--- config.mk ---
export PLATFORM = sky130hd
export DESIGN_NAME = tsts_ctrl
export DESIGN_NICKNAME = d
export VERILOG_FILES = /design/src/hw/rtl/tsts_pkg.sv /design/src/hw/rtl/tsts_ctrl.sv
export SDC_FILE = /design/constraint.sdc
export NUM_CORES = 1
export LEC_CHECK = 0
export BUFFER_PORTS_ARGS = -buffer_cell sky130_fd_sc_hd__buf_2
export CORE_MARGIN = 1.5
export CORE_UTILIZATION = 45
export CTS_BUF_LIST = sky130_fd_sc_hd__clkbuf_16
export DETAILED_ROUTE_END_ITERATION = 8
export PLACE_DENSITY = 0.79
export SYNTH_ARGS = -nofsm -noshare
export SYNTH_HDL_FRONTEND = slang
export SYNTH_SLANG_ARGS = --single-unit
--- constraint.sdc ---
create_clock -name clk -period 2.4 [get_ports clk]
set_input_delay 0.6 -clock clk [delete_from_list [all_inputs] [get_ports clk]]
set_output_delay 0.6 -clock clk [all_outputs]
set_load 0.05 [all_outputs]
--- src/hw/rtl/tsts_pkg.sv ---
// tsts_pkg: shared types and constants of the two-sample t statistic unit
// used by tsts_ctrl, tsts_dp and two_sample_t_statistic_unit; no dependencies
package tsts_pkg;

	localparam int SAMPLE_W         = 24;
	localparam int LABEL_W          = 8;
	localparam int T_W              = 32;
	localparam int INDEX_W          = 8;
	localparam int DEF_MAX_SUBJECTS = 256;
	// rhs scale: 4 * 2^32 for Q16.16 with round to nearest
	localparam int RHS_SHIFT        = 34;
	// quotient is clipped to RAD_W bits, root has ROOT_W bits
	localparam int RAD_W            = 68;
	localparam int ROOT_W           = 34;

	localparam logic [INDEX_W-1:0] REG_FIRST_LABEL  = INDEX_W'(0);
	localparam logic [INDEX_W-1:0] REG_SECOND_LABEL = INDEX_W'(1);
	localparam logic [LABEL_W-1:0] FIRST_LABEL_RST  = LABEL_W'(0);
	localparam logic [LABEL_W-1:0] SECOND_LABEL_RST = LABEL_W'(1);

	typedef enum logic [3:0] {
		OP_NA_SQA,
		OP_SA_SQ,
		OP_DEVA_NB,
		OP_NB_SQB,
		OP_SB_SQ,
		OP_DEVB_NA,
		OP_V_N,
		OP_SA_NB,
		OP_SB_NA,
		OP_D_SQ,
		OP_R_N2
	} mul_op_t;

	typedef enum logic [3:0] {
		ST_IDLE,
		ST_CHECK,
		ST_MUL_GO,
		ST_MUL_WAIT,
		ST_V_CHECK,
		ST_DIV_GO,
		ST_DIV_WAIT,
		ST_SQRT_GO,
		ST_SQRT_WAIT,
		ST_EMIT,
		ST_EMIT_DEG
	} tsts_state_t;

	typedef struct packed {
		logic    accum;
		logic    mul_start;
		mul_op_t op;
		logic    div_start;
		logic    sqrt_start;
		logic    load_out;
		logic    deg;
		logic    clear;
	} tsts_cmd_t;

	typedef struct packed {
		logic few;
		logic v_zero;
		logic mul_done;
		logic div_done;
		logic sqrt_done;
		logic out_free;
	} tsts_sts_t;

endpackage

--- src/hw/rtl/tsts_ctrl.sv ---
// tsts_ctrl: sequencer of the t statistic unit
// depends on tsts_pkg; drives tsts_dp through tsts_cmd_t
module tsts_ctrl import tsts_pkg::*; (
	input  logic      clk,
	input  logic      arst_n,
	input  logic      in_valid,
	input  logic      in_last,
	input  tsts_sts_t sts,
	output tsts_cmd_t cmd,
	output logic      ready
);

	tsts_state_t state_q, state_d;
	mul_op_t     op_q, op_d;

	always_ff @(posedge clk or negedge arst_n) begin
		if (!arst_n) begin
			state_q <= ST_IDLE;
			op_q    <= OP_NA_SQA;
		end else begin
			state_q <= state_d;
			op_q    <= op_d;
		end
	end

	always_comb begin
		state_d = state_q;
		op_d    = op_q;
		case (state_q)
			ST_IDLE: begin
				if (in_valid && in_last) state_d = ST_CHECK;
			end
			ST_CHECK: begin
				if (sts.few) begin
					state_d = ST_EMIT_DEG;
				end else begin
					op_d    = OP_NA_SQA;
					state_d = ST_MUL_GO;
				end
			end
			ST_MUL_GO: state_d = ST_MUL_WAIT;
			ST_MUL_WAIT: begin
				if (sts.mul_done) begin
					if (op_q == OP_DEVB_NA) begin
						state_d = ST_V_CHECK;
					end else if (op_q == OP_R_N2) begin
						state_d = ST_DIV_GO;
					end else begin
						op_d    = mul_op_t'(op_q + 4'd1);
						state_d = ST_MUL_GO;
					end
				end
			end
			ST_V_CHECK: begin
				if (sts.v_zero) begin
					state_d = ST_EMIT_DEG;
				end else begin
					op_d    = mul_op_t'(op_q + 4'd1);
					state_d = ST_MUL_GO;
				end
			end
			ST_DIV_GO: state_d = ST_DIV_WAIT;
			ST_DIV_WAIT: begin
				if (sts.div_done) state_d = ST_SQRT_GO;
			end
			ST_SQRT_GO: state_d = ST_SQRT_WAIT;
			ST_SQRT_WAIT: begin
				if (sts.sqrt_done) state_d = ST_EMIT;
			end
			ST_EMIT, ST_EMIT_DEG: begin
				if (sts.out_free) state_d = ST_IDLE;
			end
			default: state_d = ST_IDLE;
		endcase
	end

	always_comb begin
		ready          = (state_q == ST_IDLE);
		cmd.accum      = (state_q == ST_IDLE) && in_valid;
		cmd.mul_start  = (state_q == ST_MUL_GO);
		cmd.op         = op_q;
		cmd.div_start  = (state_q == ST_DIV_GO);
		cmd.sqrt_start = (state_q == ST_SQRT_GO);
		cmd.load_out   = ((state_q == ST_EMIT) || (state_q == ST_EMIT_DEG)) && sts.out_free;
		cmd.deg        = (state_q == ST_EMIT_DEG);
		cmd.clear      = cmd.load_out;
	end

endmodule

==> metrics.md <==
| Metric | Value |
|---|---|
| I/O pin cnt | 22 |
| CTS tree | yes |
| Summed instance area of the synthesized netlist | 816 um^2 |
| Capturing element type of the critical path | primary output |
| Overall routed net length | 1770 um |
| Fraction of power consumed by sequential logic | 24.1% |
| Maximum buffer depth of the clock tree | 2 |
| Hold WC Path Type | primary input to async pin |
| Proportion of register bits with asynchronous set or reset after synthesis | 100% |
| Cell internal pwr | 704 uW |
| Maximum number of pins on one net before global-route repair | 21 |
| Slew Viols, Final | 0 |
| Setup slack after placement | 322 ps |
| Number of enable flip-flop cells after synthesis | 0 |
| Die H | 45.6 um |
| Sequential share of the synthesized area | 24.5% |
| Drt wl/cell | 12.7 um |
| Endpoint of the most critical register-to-register path | op_q[1] |
| Area share of the largest cell type after synthesis | 24.5% |
| Slowest cell delay on critical path | 720 ps |
| Portion of the clock cycle consumed by the worst path in the final layout | 94.9% |
| Worst-path cell chain | buf_4 -> nand2_1 -> nor3_2 -> buf_2 |
| Layout cell share with drive strength beyond 1 | 30.4% |
| Gr usage total | 19.8% |
| Detailed Route Iter0 Violations | 22 |
| Total of buffers placed on input and output ports | 21 |
| Number of buffers inserted for hold repair after clock tree synthesis | 0 |
| GRT overflow | 0 |
| Capture point of the critical path | cmd[4] |
| Initial core utilization | 47.8% |
| Final-report hold violation count | 0 |
| Required time of the critical path | 1800 ps |
| Max cap viols | 0 |
| Biggest area consumer among synthesized cells | sky130_fd_sc_hd__dfrtp_1 |
| RSZ-0062 raised after global routing | false |
| Share of power burned in the clock network | 19.9% |
| Sw power | 658 uW |
| First-pass GRT wire length | 2950 um |
| Largest fanout on the critical path | 16 |
| Tightest slew margin relative to the limit | 58.6% |
| Via count of the first global-routing pass | 694 |
| Slew of the pin with the lowest slew margin | 620 ps |
| Number of buffer and inverter stages on the critical path | 2 |
| Placed Cells | 137 |
| Width of the die | 45.6 um |
| Overall via count from detail_route | 788 |
| Clk pin slew, worst setup/hold paths | 30 ps |
| Area of the die | 2080 um^2 |
| Status | completed |
| Total number of cells along the worst setup path | 4 |
| Final setup slack of the worst path | 122 ps |
| Part of the total power dissipated in combinational logic | 56.1% |
| Detail Route Antenna Nets | 0 |
| Type of origin of the critical path | register |
| Non-filler instance count after layout | 140 |
| Total area of sequential cells | 201 um^2 |
| Number of buffers created by CTS | 3 |
| Sw Share | 48.3% |
| Diodes inserted | 0 |
| First element of the critical path | state_q[0] |
| Synth-to-layout area growth | 25.9% |
| Cell row count | 15 |
| Crit-path leading delay family | flip-flops |
| Crit path time final | 2280 ps |
| H-tree depth | 1 |
| Post-Syn Instances | 98 |
| Synth top area cells | sky130_fd_sc_hd__dfrtp_1 (25%), sky130_fd_sc_hd__nand3b_1 (5.5%), sky130_fd_sc_hd__ha_1 (4.6%) |
| Clock latency of the later-clocked register in the worst-skew pair | 230 ps |
| Number of storage elements in the synthesis netlist | 8 |
| Fillers | 142 |
| Number of antenna violations at the first check in global routing | 0 |
| Postcts setup bufs | 0 |
| Startpoint of the lowest-slack register-to-register path | state_q[2] |
| Worst Reg2Reg Path Length in Cells | 4 |
| Layout net count | 130 |
| Count of unresolved DRC violations after routing | 0 |
| Total of warnings raised by yosys | 0 |
| FF-to-FF setup slack | 320 ps |
| Critical Path Slowest Stage Cell | sky130_fd_sc_hd__dfrtp_1 |
| Highest achievable clock rate | 439 MHz |
| Dominant synthesized flop cell | sky130_fd_sc_hd__dfrtp_1 |
| CTS Root Buffer Type | sky130_fd_sc_hd__clkbuf_16 |
| Leakage power total | 0.445 nW |
| Half-perimeter wire length of the detailed placement result | 1380 um |
| Gates resized, CTS repair | 0 |
| Number of endpoints failing setup at the final stage | 0 |
| Area occupied by multi-input gates | 588 um^2 |
| Maximum resistive drop on vdd | 0.785 mV |
| Nets in the synthesized netlist | 111 |
| Data arrival time of the critical path | 1680 ps |
| Layout Skew | 1.67 ps |
| Ratio of total power to cell area | 1330 nW/um^2 |
| Avg Synthesized Cell Area | 8.32 um^2 |
| Gp weighted congestion | 0.837 |
| Number of optimization iterations in the first detailed-route pass | 4 |
| Category of the critical setup timing path | register to primary output |
| CTS sink cnt | 8 |
| Detailed-route vias per instance | 5.63 |
| Synth unique cells | 46 |
| Area inside the core boundary | 1710 um^2 |
## cell usage after synthesis, types with 3 or more instances
cell                       instances
sky130_fd_sc_hd__a31oi_1           3
sky130_fd_sc_hd__buf_2             3
sky130_fd_sc_hd__clkbuf_1          3
sky130_fd_sc_hd__dfrtp_1           8
sky130_fd_sc_hd__ha_1              3
sky130_fd_sc_hd__inv_1             5
sky130_fd_sc_hd__nand2_1           5
sky130_fd_sc_hd__nand3b_1          6
sky130_fd_sc_hd__nor2_1            9
sky130_fd_sc_hd__nor3_1            3
sky130_fd_sc_hd__nor3b_1           4
sky130_fd_sc_hd__nor4_1            3
sky130_fd_sc_hd__o21ai_0           6
## metrics by stage
step	power (mW)	hold slack [ps]	utilization [%]	instance area (um^2)	TNS, ps
2_1_floorplan	0.944	304	-	852	-36.8
5_1_grt	1.46	212	60.1	1030	0
3_3_place_gp	1.06	444	55.7	951	0
4_1_cts	1.37	201	60.1	1030	0
3_5_place_dp	1.09	443	55.7	951	0
6_report	1.36	200	60.1	1030	0
## worst register-to-register path, delay by kind of cell (launching register included)
family             cells  cell delay, ps
and+or+nand+nor        2             700
DFF                    1             730
AOI/OAI and AO/OA      1             150
muxes                  1             370
## final cells by class
class	instances	share of cell area (%)
sequential	8	19.6
inverter	5	1.83
clock buffer	3	7.31
multi-input combinational	77	57.2
timing repair buffer	22	11.0
tap	25	3.05
## cells in the final DEF (no fill, tap or decap), types with 2 or more instances in the layout
master                       n
sky130_fd_sc_hd__dfrtp_1     7
sky130_fd_sc_hd__nand2_1     5
sky130_fd_sc_hd__nand3_1     2
sky130_fd_sc_hd__nor3b_1     3
sky130_fd_sc_hd__nor2b_1     2
sky130_fd_sc_hd__nand3b_1    6
sky130_fd_sc_hd__nand2b_1    2
sky130_fd_sc_hd__o21ai_0     6
sky130_fd_sc_hd__nor3_2      2
sky130_fd_sc_hd__nor2_1      9
sky130_fd_sc_hd__ha_1        3
sky130_fd_sc_hd__clkbuf_16   3
sky130_fd_sc_hd__nor4_1      2
sky130_fd_sc_hd__buf_2      21
sky130_fd_sc_hd__inv_1       5
sky130_fd_sc_hd__a31oi_1     3
sky130_fd_sc_hd__mux2i_1     2
## power by group through the flow
stage / clock network, mW / logic [mW] / registers (mW)
after detailed placement: 0 / 0.762 / 0.325
after floorplan: 0 / 0.639 / 0.305
after global routing: 0.287 / 0.830 / 0.341
after CTS: 0.277 / 0.766 / 0.324
final: 0.271 / 0.764 / 0.328
after global placement: 0 / 0.741 / 0.320
## logic make-up after synthesis
logic type / Yosys count / synth area share (%)
simple gates: 43 / 32.5
compound gates: 25 / 23.3
flops: 8 / 24.5
xor+xnor: 2 / 2.15
fa+ha+maj: 4 / 5.83
mux: 3 / 3.83
buf+inv: 13 / 7.82
## sequential cells by signal, indices dropped and copies added (netlist names)
name	flops
state_q	4
op_q	4
## worst min-delay path by stage
stage	start	to	slack [ps]	depth (start not counted)
after floorplan	arst_n	op_q[0]	300	0
after global placement	arst_n	op_q[3]	440	1
after detailed placement	arst_n	op_q[3]	440	1
after CTS	arst_n	state_q[0]	200	1
after global routing	arst_n	op_q[2]	210	1
final	arst_n	state_q[0]	200	1
## layer usage
layer | wire length [um] | track usage [%]
met1 | 840 | 27.4
met2 | 823 | 26.8
met3 | 77 | 4.76
met4 | 30 | 13.5
met5 | 0 | 0
Power figures use the tool's default switching activity.
